<file path="src/rtl/qte_pkg.sv">
// Shared types, widths and arithmetic helpers for the quaternion to Euler angle core.
// No dependencies; every other file in rtl/ imports this package.
package qte_pkg;

    localparam int CORDIC_STEPS_DEF = 16;
    localparam int ANGLE_FRAC_DEF   = 13;
    localparam int ACC_FRAC         = 30;

    localparam int QUAT_W     = 16;
    localparam int PROD_W     = 34;
    localparam int ARG_W      = 30;
    localparam int ROOT_W     = 29;
    localparam int SQIN_W     = 2 * ROOT_W;
    localparam int REM_W      = 32;
    localparam int SQRT_STEPS = SQIN_W / 2;
    localparam int VEC_W      = 37;
    localparam int ACC_W      = 35;
    localparam int ROLL_W     = 16;
    localparam int PITCH_W    = 15;

    localparam int QDEPTH = 4;
    localparam int QPTR_W = $clog2(QDEPTH);

    localparam logic signed [ACC_W-1:0]  PI_Q30   = 35'sd3373259426;
    localparam logic signed [PROD_W-1:0] ONE_Q28  = 34'sd268435456;
    localparam logic [SQIN_W-1:0]        ONE_Q56  = SQIN_W'(1) << 56;

    typedef struct packed {
        logic signed [PROD_W-1:0] r_num;
        logic signed [PROD_W-1:0] r_den;
        logic signed [PROD_W-1:0] y_num;
        logic signed [PROD_W-1:0] y_den;
        logic signed [ARG_W-1:0]  p_arg;
        logic [SQIN_W-1:0]        sq_in;
    } t_front_item;

    typedef struct packed {
        logic signed [VEC_W-1:0] vx;
        logic signed [VEC_W-1:0] vy;
        logic signed [ACC_W-1:0] acc;
        logic                    zero;
    } t_lane;

    typedef struct packed {
        logic              full;
        logic              empty;
        logic [QPTR_W:0]   count;
    } t_q_status;

    // atan(2^-i) at 2^30 scale
    function automatic logic signed [ACC_W-1:0] atan_q30(input int idx);
        logic signed [ACC_W-1:0] v;
        case (idx)
            0:  v = 35'sd843314857;
            1:  v = 35'sd497837829;
            2:  v = 35'sd263043837;
            3:  v = 35'sd133525159;
            4:  v = 35'sd67021687;
            5:  v = 35'sd33543516;
            6:  v = 35'sd16775851;
            7:  v = 35'sd8388437;
            8:  v = 35'sd4194283;
            9:  v = 35'sd2097149;
            10: v = 35'sd1048576;
            11: v = 35'sd524288;
            12: v = 35'sd262144;
            13: v = 35'sd131072;
            14: v = 35'sd65536;
            15: v = 35'sd32768;
            16: v = 35'sd16384;
            17: v = 35'sd8192;
            18: v = 35'sd4096;
            19: v = 35'sd2048;
            20: v = 35'sd1024;
            21: v = 35'sd512;
            22: v = 35'sd256;
            23: v = 35'sd128;
            default: v = '0;
        endcase
        return v;
    endfunction

    // Half-turn pre-rotation when the x argument is negative
    function automatic t_lane cordic_pre(input logic signed [VEC_W-1:0] num,
                                         input logic signed [VEC_W-1:0] den);
        t_lane l;
        l.zero = (num == '0) && (den == '0);
        l.vx   = den;
        l.vy   = num;
        l.acc  = '0;
        if (den < 0) begin
            l.acc = (num >= 0) ? PI_Q30 : -PI_Q30;
            l.vx  = -den;
            l.vy  = -num;
        end
        return l;
    endfunction

    function automatic t_lane cordic_iter(input t_lane l, input int i);
        t_lane                   n;
        logic signed [VEC_W-1:0] vx;
        logic signed [VEC_W-1:0] vy;
        logic signed [VEC_W-1:0] dx;
        logic signed [VEC_W-1:0] dy;
        n  = l;
        vx = l.vx;
        vy = l.vy;
        dx = vy >>> i;
        dy = vx >>> i;
        if (vy > 0) begin
            n.vx  = vx + dx;
            n.vy  = vy - dy;
            n.acc = l.acc + atan_q30(i);
        end else begin
            n.vx  = vx - dx;
            n.vy  = vy + dy;
            n.acc = l.acc - atan_q30(i);
        end
        return n;
    endfunction

    // Round half up to the output scale, then saturate to a field of the given width
    function automatic logic [ROLL_W-1:0] round_angle(input t_lane l, input int frac_bits,
                                                      input int width);
        logic signed [ACC_W:0] v;
        logic signed [ACC_W:0] hi;
        logic signed [ACC_W:0] lo;
        int                    sh;
        sh = ACC_FRAC - frac_bits;
        v  = l.zero ? '0 : (ACC_W+1)'(l.acc);
        v  = v + ((ACC_W+1)'(1) << (sh - 1));
        v  = v >>> sh;
        hi = ((ACC_W+1)'(1) << (width - 1)) - (ACC_W+1)'(1);
        lo = -hi - (ACC_W+1)'(1);
        if (v > hi) v = hi;
        if (v < lo) v = lo;
        return v[ROLL_W-1:0];
    endfunction

endpackage

</file>
<file path="src/rtl/qte_queue.sv">
// Short queue between the front and back pipelines.
// Depends on qte_pkg for the item type and depth.
module qte_queue
    import qte_pkg::*;
(
    input  logic        i_clk,
    input  logic        i_rst_n,
    input  logic        i_push,
    input  t_front_item i_item,
    input  logic        i_pop,
    output t_front_item o_item,
    output t_q_status   o_status
);

    t_front_item       r_mem [QDEPTH];
    logic [QPTR_W-1:0] r_wr, r_rd;
    logic [QPTR_W:0]   r_count;
    logic              do_push, do_pop;

    assign do_push = i_push && (r_count != (QPTR_W+1)'(QDEPTH));
    assign do_pop  = i_pop && (r_count != '0);

    always_ff @(posedge i_clk) begin
        if (!i_rst_n) begin
            r_wr    <= '0;
            r_rd    <= '0;
            r_count <= '0;
        end else begin
            if (do_push) r_wr <= r_wr + 1'b1;
            if (do_pop)  r_rd <= r_rd + 1'b1;
            r_count <= r_count + (QPTR_W+1)'(do_push) - (QPTR_W+1)'(do_pop);
        end
    end

    always_ff @(posedge i_clk) begin
        if (do_push) r_mem[r_wr] <= i_item;
    end

    assign o_item          = r_mem[r_rd];
    assign o_status.full   = (r_count == (QPTR_W+1)'(QDEPTH));
    assign o_status.empty  = (r_count == '0);
    assign o_status.count  = r_count;

endmodule

</file>
<file path="config.mk">
export PLATFORM = sky130hd
export DESIGN_NAME = qte_queue
export DESIGN_NICKNAME = d
export VERILOG_FILES = /design/src/rtl/qte_pkg.sv /design/src/rtl/qte_queue.sv
export SDC_FILE = /design/constraint.sdc
export NUM_CORES = 1
export LEC_CHECK = 0
export ABC_AREA = 1
export ABC_CLOCK_PERIOD_IN_PS = 26500
export BUFFER_PORTS_ARGS = -buffer_cell sky130_fd_sc_hd__clkbuf_2
export CAP_MARGIN = 20
export CORE_MARGIN = 2
export CORE_UTILIZATION = 62
export CTS_CLUSTER_SIZE = 28
export DETAILED_ROUTE_END_ITERATION = 10
export MAX_ROUTING_LAYER = met4
export PLACE_DENSITY = 0.93
export SYNTH_ARGS = -nofsm -noshare
export SYNTH_HDL_FRONTEND = slang
export SYNTH_SLANG_ARGS = --single-unit
</file>
<file path="constraint.sdc">
create_clock -name i_clk -period 26.5 [get_ports i_clk]
set_input_delay 3.975 -clock i_clk [delete_from_list [all_inputs] [get_ports i_clk]]
set_output_delay 3.975 -clock i_clk [all_outputs]
set_load 0.01 [all_outputs]
</file>
==> run_results.csv <==
group,metric,value,unit
critical_path,path_max_fanout,102,
job,cap_violations,0,
timing,slew_violations,0,
placement,pre_cts_ws,19370,ps
global_routing,grt_overflow,0,
detailed_routing,post_drt_wl_per_cell,24.94,microns
critical_path,crit_type,"flip-flop to primary output",
detailed_routing,antenna_left,0,
critical_path,r2r_end,"r_mem[2][170]$_DFFE_PP_",
critical_path,startpoint_type,"flip-flop",
logic_synthesis,synth_edf_count,896,
logic_synthesis,yosys.cell_count.top_type,"edfxtp_1",
timing,finalWorstSetupSlack,18520,ps
global_routing,grt_pass1_vias,21700,
finish,layout-drive-gt1-share,22.85,%
critical_path,ff2ff_path_depth,6,
detailed_routing,routed_wl,85910,microns
timing,finalHoldViolCount,0,
timing,relSlewSlack,20.83,%
logic_synthesis,synth_commonest_cells,"edfxtp_1, nor2_1, o21ai_0",
global_routing,grt_usage,30.68,%
pwr,powerDensity,100.3,nW/um^2
floorplan,die_y,237.3,microns
finish,nets,2891,
critical_path,r2r_slack,22780,ps
run_status,outcome,"completed",
critical_path,required,22520,ps
placement,dp_hpwl,47610,microns
detailed_routing,topRoutingLayerUsed,"met4",
clock_network,numCtsBuffers,87,
critical_path,reg2reg_from,"r_count[1]$_SDFF_PN0_",
logic_synthesis,syn_nets,2468,
logic_synthesis,ys_ff_latch,905,
logic_synthesis,yosys_most_used_dff,"edfxtp_1",
pwr,leakage,13.75,nW
detailed_routing,first_pass_iters,7,
timing,setup_tns,0,ps
clock_network,max-clock-path-buffers,3,
clock_network,cts_tree,"yes",
floorplan,core,53810,sq um
detailed_routing,num_vias,21930,
detailed_routing,drc,0,
worst_hold_path,hold_depth,2,
clock_network,cts_resized,0,
timing,rsz0062_at_grt,"no",
clock_network,post-cts-setup-buffer-count,0,
detailed_routing,wl_met3,9448,microns
floorplan,start_util,62.72,%
logic_synthesis,synthArstFlopShare,0,%
detailed_routing,first_iter_violations,2850,
logic_synthesis,yosysSeqAreaShare,80.25,%
clock_network,insertion_delay,620,ps
timing,finalSetupViolations,0,
finish,area_growth,15.85,%
worst_hold_path,min_path_type,"flip-flop to flip-flop",
floorplan,die_w,237.3,microns
timing,min_period,7976,ps
logic_synthesis,yosysTopAreaCell,"edfxtp_1",
timing,clock.fmax,125.4,MHz
floorplan,ios,457,
critical_path,endpoint_kind,"primary output",
worst_hold_path,min_from,"r_rd[1]$_SDFFE_PN0P_",
logic_synthesis,yosysUniqueCellTypes,21,
floorplan,rows,85,
timing,period_share,30.10,%
detailed_routing,dr_wl_met2,43350,microns
clock_network,htree_levels,3,
logic_synthesis,synth.cell_area,33750,sq um
logic_synthesis,yosysWarnings,0,
placement,numPortBuffers,456,
placement,globalplace.congestion,0.8436,
logic_synthesis,syn_inst,2233,
pwr,ir_worst_vdd,0.07478,mV
clock_network,cts.sinks,905,
global_routing,antenna_found_initial,19,
logic_synthesis,avgSynthCellArea,15.12,sq um
detailed_routing,drt-met1-wl,28590,microns
clock_network,cts_root_buffer,"clkbuf_16",
global_routing,grt_max_degree,217,
detailed_routing,vias_per_cell,6.367,
timing,fin_skew,18.37,ps
logic_synthesis,netlist_top_cells_area,"edfxtp_1, o21ai_0, nor2_1",
critical_path,crit_arrival,4000,ps
logic_synthesis,synth_top_area_share,79.71,%
floorplan,die_area,56320,sq um
clock_network,cts_hold_buf,0,
global_routing,grt_pass1_wl,127100,microns
timing,worst_pin_slew,1188,ps
clock_network,clk_pin_slew,60,ps
## cell families (layout without fill, tap and decap cells)
logic type               count (synthesis)  in the layout  synth area share, %
AND/OR/NAND/NOR                        478            478                5.338
flip-flops                             905            905                80.25
AO/OA/AOI/OAI                          677            677                10.87
other                                    0             21                    0
adder cells (fa/ha/maj)                  7              7               0.2817
buffers and inverters                  166            660                3.266
## worst max path at each step
stage	end	slack [ps]	depth (start not counted)
CTS	o_item[107]	18600	5
finish	o_item[107]	18520	5
global placement	o_item[180]	19550	5
global route	o_item[107]	18370	5
detailed placement	o_item[194]	19370	6
floorplan	r_mem[0][0]$_DFFE_PP_	12310	2
## sequential cells by signal, indices dropped and copies added (netlist names), named ones only
| name | flops |
|---|---|
| r_wr | 2 |
| r_count | 3 |
| r_mem | 896 |
| r_rd | 2 |
## where the power goes
part | total (mW) | internal (mW) | switching, mW | leakage, nW
Clock | 1.25 | 0.735 | 0.514 | 1.42
Sequential | 1.80 | 1.75 | 0.0557 | 8.28
Combinational | 0.869 | 0.248 | 0.620 | 4.05
## cells in the final DEF, fill, tap and decap left out
cell and count:
edfxtp_1 896, nor2_1 457, clkbuf_2 456, o21ai_0 387, o22ai_1 224, clkbuf_16 91
o21ai_1 61, buf_4 24, diode_2 21, clkinv_2 18, clkbuf_1 17, inv_1 16
nand2_1 12, clkinv_1 11, bufinv_16 10, dfxtp_1 7, ha_1 6, inv_6 5
a21oi_1 5, nor2_4 4, nand3_1 4, clkinv_4 3, clkbuf_8 3, clkinvlp_4 3
dfxtp_4 2, clkinv_8 1, or2_2 1, fa_1 1, buf_16 1, buf_12 1
## metrics by stage
step	std cells	power [mW]	area (sq um)	util [%]	hold slack (ps)
2_1_floorplan	2233	2.388	33750	-	448.1
3_3_place_gp	3262	2.610	36130	67.13	464.6
3_5_place_dp	3263	2.663	36150	67.18	500.2
4_1_cts	3423	3.916	39050	72.57	527.0
5_1_grt	3442	4.045	39100	72.66	570.2
6_report	3444	3.922	39110	72.67	530.2
## layout make-up
cell class | count | area (sq um)
Sequential cell | 905 | 27090
Fill cell | 2989 | 14710
Multi-Input combinational cell | 1162 | 5595
Timing Repair Buffer | 482 | 2510
Clock buffer | 111 | 2382
Tap cell | 696 | 870.8
Clock inverter | 49 | 515.5
Inverter | 18 | 85.08
Antenna cell | 21 | 52.55
## routing by layer
layer / global-route usage, % / vias up
li1: - / 9334
met1: 35.40 / 10680
met2: 50.93 / 1617
met3: 7.502 / 300
met4: 14.64 / 0
met5: - / -
## worst max-delay path, stage by stage, from the launching register on
cell and delay, ps:
dfxtp_4 800, buf_4 660, buf_4 850, o21ai_0 360
o22ai_1 360, clkbuf_2 210
Power figures use the tool's default switching activity.
